===== src/rtl/core/smcq_pkg.sv =====
`timescale 1ns / 1ps
// ----------------------------------------------------------------------------
// smcq_pkg: shared constants and types for the subarray max count query block
// Sizes, FSM state encoding and the controller/datapath command and status.
// ----------------------------------------------------------------------------
package smcq_pkg;

  localparam int MAX_ELEMS = 1024;
  localparam int IDX_W     = $clog2(MAX_ELEMS);
  localparam int CNT_W     = IDX_W + 1;
  localparam int VAL_W     = 32;
  localparam int SUM_W     = 20;
  localparam int PROD_W    = 2 * CNT_W;
  localparam int ACC_W     = ((PROD_W > SUM_W) ? PROD_W : SUM_W) + 1;
  localparam logic [SUM_W-1:0] SUM_MAX = '1;

  localparam logic MODE_LOAD  = 1'b0;
  localparam logic MODE_QUERY = 1'b1;

  localparam logic DIR_LEFT  = 1'b0;
  localparam logic DIR_RIGHT = 1'b1;

  typedef enum logic [3:0] {
    ST_IDLE,
    ST_INIT_L,
    ST_INIT_R,
    ST_FETCH,
    ST_CHECK,
    ST_TOP,
    ST_SCAN_INIT,
    ST_SCAN,
    ST_DRAIN,
    ST_OUT
  } state_e;

  typedef struct packed {
    logic load;         // store accepted load beat
    logic capture_q;    // latch query value
    logic pass_start;   // start a stack pass
    logic pass_dir;     // direction for pass_start
    logic pop;          // pop top of stack
    logic top_ld;       // reload cached top from stack memory
    logic push;         // write bound, push element, advance
    logic set_computed; // bounds valid
    logic scan_start;   // clear sum, index to zero
    logic scan_issue;   // issue one scan read
    logic out_ld;       // present the sum
  } cmd_t;

  typedef struct packed {
    logic computed;
    logic n_zero;
    logic dir;
    logic do_pop;
    logic last_i;
    logic scan_done;
    logic pipe_empty;
    logic out_free;
  } sts_t;

endpackage


===== src/rtl/core/smcq_ctrl.sv =====
`timescale 1ns / 1ps
// ----------------------------------------------------------------------------
// smcq_ctrl: sequencer for the query block
// Runs the load, the two monotonic stack passes and the query scan.
// ----------------------------------------------------------------------------
module smcq_ctrl (
  input  logic              clk_i,
  input  logic              rst_ni,
  input  logic              in_valid_i,
  input  logic              in_mode_i,
  input  logic              in_last_i,
  output logic              in_ready_o,
  input  smcq_pkg::sts_t    sts_i,
  output smcq_pkg::cmd_t    cmd_o
);

  smcq_pkg::state_e state_q, state_d;
  logic             qpend_q, qpend_d;

  always_ff @(posedge clk_i or negedge rst_ni) begin
    if (!rst_ni) begin
      state_q <= smcq_pkg::ST_IDLE;
      qpend_q <= 1'b0;
    end else begin
      state_q <= state_d;
      qpend_q <= qpend_d;
    end
  end

  always_comb begin
    state_d    = state_q;
    qpend_d    = qpend_q;
    cmd_o      = '0;
    in_ready_o = 1'b0;
    unique case (state_q)
      smcq_pkg::ST_IDLE: begin
        in_ready_o = 1'b1;
        if (in_valid_i) begin
          if (in_mode_i == smcq_pkg::MODE_LOAD) begin
            cmd_o.load = 1'b1;
            qpend_d    = 1'b0;
            if (in_last_i) state_d = smcq_pkg::ST_INIT_L;
          end else begin
            cmd_o.capture_q = 1'b1;
            qpend_d         = 1'b1;
            state_d = sts_i.computed ? smcq_pkg::ST_SCAN_INIT : smcq_pkg::ST_INIT_L;
          end
        end
      end
      smcq_pkg::ST_INIT_L, smcq_pkg::ST_INIT_R: begin
        cmd_o.pass_start = 1'b1;
        cmd_o.pass_dir   = (state_q == smcq_pkg::ST_INIT_R) ? smcq_pkg::DIR_RIGHT
                                                             : smcq_pkg::DIR_LEFT;
        if (sts_i.n_zero) begin
          cmd_o.set_computed = 1'b1;
          state_d = qpend_q ? smcq_pkg::ST_SCAN_INIT : smcq_pkg::ST_IDLE;
        end else begin
          state_d = smcq_pkg::ST_FETCH;
        end
      end
      smcq_pkg::ST_FETCH: state_d = smcq_pkg::ST_CHECK;
      smcq_pkg::ST_CHECK: begin
        if (sts_i.do_pop) begin
          cmd_o.pop = 1'b1;
          state_d   = smcq_pkg::ST_TOP;
        end else begin
          cmd_o.push = 1'b1;
          if (!sts_i.last_i) begin
            state_d = smcq_pkg::ST_FETCH;
          end else if (sts_i.dir == smcq_pkg::DIR_LEFT) begin
            state_d = smcq_pkg::ST_INIT_R;
          end else begin
            cmd_o.set_computed = 1'b1;
            state_d = qpend_q ? smcq_pkg::ST_SCAN_INIT : smcq_pkg::ST_IDLE;
          end
        end
      end
      smcq_pkg::ST_TOP: begin
        cmd_o.top_ld = 1'b1;
        state_d      = smcq_pkg::ST_CHECK;
      end
      smcq_pkg::ST_SCAN_INIT: begin
        cmd_o.scan_start = 1'b1;
        state_d          = smcq_pkg::ST_SCAN;
      end
      smcq_pkg::ST_SCAN: begin
        if (sts_i.scan_done) state_d = smcq_pkg::ST_DRAIN;
        else cmd_o.scan_issue = 1'b1;
      end
      smcq_pkg::ST_DRAIN: begin
        if (sts_i.pipe_empty) state_d = smcq_pkg::ST_OUT;
      end
      smcq_pkg::ST_OUT: begin
        if (sts_i.out_free) begin
          cmd_o.out_ld = 1'b1;
          qpend_d      = 1'b0;
          state_d      = smcq_pkg::ST_IDLE;
        end
      end
      default: state_d = smcq_pkg::ST_IDLE;
    endcase
  end

endmodule


===== config.mk =====
export PLATFORM = sky130hd
export DESIGN_NAME = smcq_ctrl
export DESIGN_NICKNAME = d
export VERILOG_FILES = /design/src/rtl/core/smcq_pkg.sv /design/src/rtl/core/smcq_ctrl.sv
export SDC_FILE = /design/constraint.sdc
export NUM_CORES = 1
export LEC_CHECK = 0
export BUFFER_PORTS_ARGS = -buffer_cell sky130_fd_sc_hd__buf_2
export CAP_MARGIN = 20
export CORE_MARGIN = 2
export CORE_UTILIZATION = 40
export DETAILED_ROUTE_END_ITERATION = 7
export PLACE_DENSITY_LB_ADDON = 0.3
export SLEW_MARGIN = 20
export SYNTH_ARGS = -nofsm -noshare
export SYNTH_HDL_FRONTEND = slang
export SYNTH_SLANG_ARGS = --single-unit

===== constraint.sdc =====
create_clock -name clk_i -period 4.2 [get_ports clk_i]
set_clock_uncertainty 0.15 [all_clocks]
set_input_delay 0.21 -clock clk_i [delete_from_list [all_inputs] [get_ports clk_i]]
set_output_delay 0.21 -clock clk_i [all_outputs]
set_load 0.01 [all_outputs]

### Yosys cells after proc, flatten, opt, wreduce, memory -nomap -nowiden

Index checks and enable logic that the tools add are counted.

| word-level totals | value |
|---|---|
| flip-flop bits (word level) | 5 |
| latch bits | 0 |
| bits in writable memories | 0 |
| memory bits (read-only) | 0 |
| bits of input ports | 13 |
| logic and storage cells | 59 |
| memories kept | 0 |

| operators by class | value |
|---|---|
| add/sub/neg operators | 0 |
| multiply operators | 0 |
| divide/modulo/power cells | 0 |
| magnitude comparators | 0 |
| equal/unequal tests | 14 |
| shift operators | 0 |
| muxes and demuxes | 37 |
| bitwise logic cells | 0 |
| reduce and logical (&&, ||, !) cells | 6 |

Operators with widths:

| operator | count |
|---|---|
| 4-bit 2-to-1 mux | 8 |
| 4-bit case mux with 8 select lines | 1 |
| 1-bit 2-to-1 mux | 18 |
| 4-bit by 3-bit == test with 1-bit output (second input constant) | 4 |
| 3-bit 2-to-1 mux | 4 |
| 4-bit by 2-bit == test with 1-bit output (second input constant) | 2 |
| 4-bit == test (second input constant) | 2 |
| 2-bit 2-to-1 mux | 4 |
| 2-bit inequality test (second input constant) | 4 |
| 5-bit AND reduction | 1 |
| 4-bit by 1-bit == test with 1-bit output (second input constant) | 1 |
| 4-bit zero test | 1 |
| 1-bit case mux with 2 select lines | 2 |
| 2-bit OR reduction | 2 |
| 3-bit inequality test (second input constant) | 1 |
| 3-bit AND reduction | 1 |
| 2-bit nonzero test | 1 |

### Longest topological paths before layout

| logic depth | value |
|---|---|
| word-level depth | 5 |
| depth in mapped cells | 6 |
| mapped depth without buffers | 4 |

### Worst setup path after synthesis

OpenSTA, ideal clock, no wires.

| timing | value |
|---|---|
| path kind | register to output |
| from | reg state_q[2] |
| to | out cmd_o[10] (netlist bit) |
| arrival time | 1.232 ns |
| setup slack | 2.608 ns |
| stages on the path, launching flop included | 5 |
| path buffers | 1 |
| cells stage by stage | dfrtp_1 -> buf_4 -> nor4_2 -> nand2_1 -> nor2_1 |

RTL lines:

| item | line | source |
|---|---|---|
| start: declaration | smcq_ctrl.sv:17 | `smcq_pkg::state_e state_q, state_d;` |
| start signal: assignment | smcq_ctrl.sv:22 | `state_q <= smcq_pkg::ST_IDLE;` |
| start signal: assignment | smcq_ctrl.sv:25 | `state_q <= state_d;` |
| end: declaration | smcq_ctrl.sv:14 | `output smcq_pkg::cmd_t cmd_o` |

==> impl_metrics.tcl <==
set metrics [dict create \
    core_region_area_um2 1350 \
    die_w_um 42.7 \
    antennaDiodeCount 0 \
    area_growth_pct 21.1 \
    swShare_pct 48.4 \
    setup_tns_ps 0 \
    drive_gt1_share_pct 36.8 \
    ir_drop_mv 0.382 \
    maxSlewHeadroom_pct 62.3 \
    ys_ff_latch 5 \
    power_uw 458 \
    grt_max_degree 22 \
    start_util_pct 44.3 \
    intPower_uw 237 \
    dieArea_um2 1820 \
    io_buffers 24 \
    die_y_um 42.7 \
    multiInputGateArea_um2 409 \
    drv_slew 0 \
    drc 0 \
    register_area_um2 125 \
    grt_usage_pct 16.7 \
    rows 13 \
    power_density_nw_per_um2 632 \
    routed_wl_um 1510 \
    initialDrtViolationCount 22 \
    cp-start-kind "register" \
    via_count 646 \
    synth_largest_area_cell "dfrtp_1" \
    clock_path_buffers 2 \
    synth_area_per_cell_um2 8.42 \
    hold_viol_final 0 \
    clock_sinks 5 \
    grt_pass1_vias 547 \
    nets 109 \
    cp_max_fo 21 \
    hold_path_class "primary input to register" \
    antenna_found_initial 0 \
    cts.clk_slew.worst_paths_ps 40 \
    pwr-share-comb_pct 57.2 \
    dp_hpwl_um 1140 \
    synth_top_area_share_pct 20.9 \
    end_kind "primary output" \
    min_period_over_period_pct 52.9 \
    pwr-share-clk_pct 12.1 \
    clkLatencyLatePin_ps 240 \
    setup_viol 0 \
    place.gp.congestion 0.840 \
    cts_buffers 3 \
    routedWlPerCell_um 13.8 \
    status "complete, no violations" \
    ys.flop_type "dfrtp_1" \
    viasPerCell 5.87 \
    crit_type "register to primary output" \
    fmax_mhz 450 \
    drt_first_pass_iters 4 \
    rsz0062_at_grt "false" \
    nFillCells 142 \
    p_sw_uw 221 \
    cts_tree "done" \
    pwr-share-seq_pct 30.7 \
    synth_nets 84 \
    synth_most_common_cell "nor2_1" \
    cap_violations 0 \
    grt_overflow 0 \
    synth_edf_count 0 \
    synth_common_cells "nor2_1, dfrtp_1, inv_1, o21ai_0, o21ai_1" \
    dp_slack_ps 2240 \
    fin_util_pct 53.7 \
    fin_ws_ps 1980 \
    detail-route-antenna-nets 0 \
    grt_pass1_wl_um 2310 \
    yosysSeqAreaShare_pct 20.9 \
    min_period_ps 2220 \
    yosysUniqueCellTypes 36 \
    required_ps 3840 \
    cellLeakagePower_uw 0.000369 \
    async_flop_share_pct 100 \
    yosysWarnings 0 \
    htree_levels 1 \
    io_pins 25 \
    worstMarginPinSlew_ps 566 \
    syn_area_um2 598 \
    cts_root_buffer "clkbuf_4" \
    cp.arrival_ps 1860 \
    synth_area_leaders "dfrtp_1, buf_6, nor2_1" \
    synthCells 71 \
]
## final cells by class
type / count / share of cell area, %
Clock buffer: 4 / 3.63
Inverter: 4 / 2.07
Multi-Input combinational cell: 57 / 56.5
Sequential cell: 5 / 17.3
Tap cell: 15 / 2.59
Timing Repair Buffer: 25 / 18.0
## kinds of logic after synthesis
logic type / count (synthesis) / share of synthesized area [%]
and+or+nand+nor: 32 / 38.3
AOI/OAI and AO/OA: 24 / 28.7
buffers and inverters: 9 / 10.7
DFF: 5 / 20.9
xor gates and xnor gates: 1 / 1.46
## metal layers
layer  GRT usage [%]  routed length, µm
met5               0                  0
met4            5.63                 14
met3            6.81                 97
met2            25.2                715
met1            21.4                686
## sequential cells by signal (all words and copies together), names as in the netlist
name,count
qpend_q,1
state_q,4
## worst max-delay path: stages, from the launching register on
cell	delay [ps]
dfrtp_1	690
or2b_4	370
or3_4	390
inv_1	50
buf_2	110
## power groups by stage
stage | combinational (µW) | sequential (µW) | clock, µW
global route | 290 | 147 | 59.3
floorplan | 267 | 86.7 | 0
global placement | 261 | 140 | 0
detailed placement | 261 | 140 | 0
finish | 262 | 140 | 55.5
CTS | 264 | 139 | 57.6
## layout by cell type (no fill, tap or decap), types with 3 or more instances in the layout
cell type / synthesis / layout
and3_1: 3 / 3
o21ai_1: 4 / 4
a32oi_1: 3 / 3
buf_2: 0 / 24
o21ai_0: 4 / 4
nor2_1: 7 / 7
clkbuf_4: 0 / 3
a21oi_1: 3 / 3
inv_1: 4 / 4
nand2_1: 3 / 3
dfrtp_1: 5 / 5
## path summary, 6_finish.rpt
check                                       start                     end  slack (ps)  depth (start not counted)
min                                      sts_i[2]  state_q[3]$_DFFE_PN0P_          60                          2
min in group asynchronous                  rst_ni  state_q[0]$_DFFE_PN0P_         160                          2
max in group asynchronous                  rst_ni  state_q[3]$_DFFE_PN0P_        3610                          2
max                        state_q[2]$_DFFE_PN0P_                cmd_o[1]        1980                          4
max reg2reg                state_q[2]$_DFFE_PN0P_  state_q[1]$_DFFE_PN0P_        2350                          3
min reg2reg                   qpend_q$_DFFE_PN0P_     qpend_q$_DFFE_PN0P_         430                          1
## through the flow
stage	hold WS, ps	cells	cell area [µm²]
2_1_floorplan	-236	71	598
3_3_place_gp	-123	105	688
3_5_place_dp	-123	105	688
4_1_cts	59.4	110	724
5_1_grt	62.2	110	724
6_report	62.5	110	724
## what timing repair did
| item | CTS | global route |
|---|---|---|
| hold buffers | 1 | 0 |
| resized for setup | 0 | 0 |
| setup buffers | 0 | 0 |
| endpoints found under the hold margin | 5 | 0 |
(Power assumes the default switching activity.)
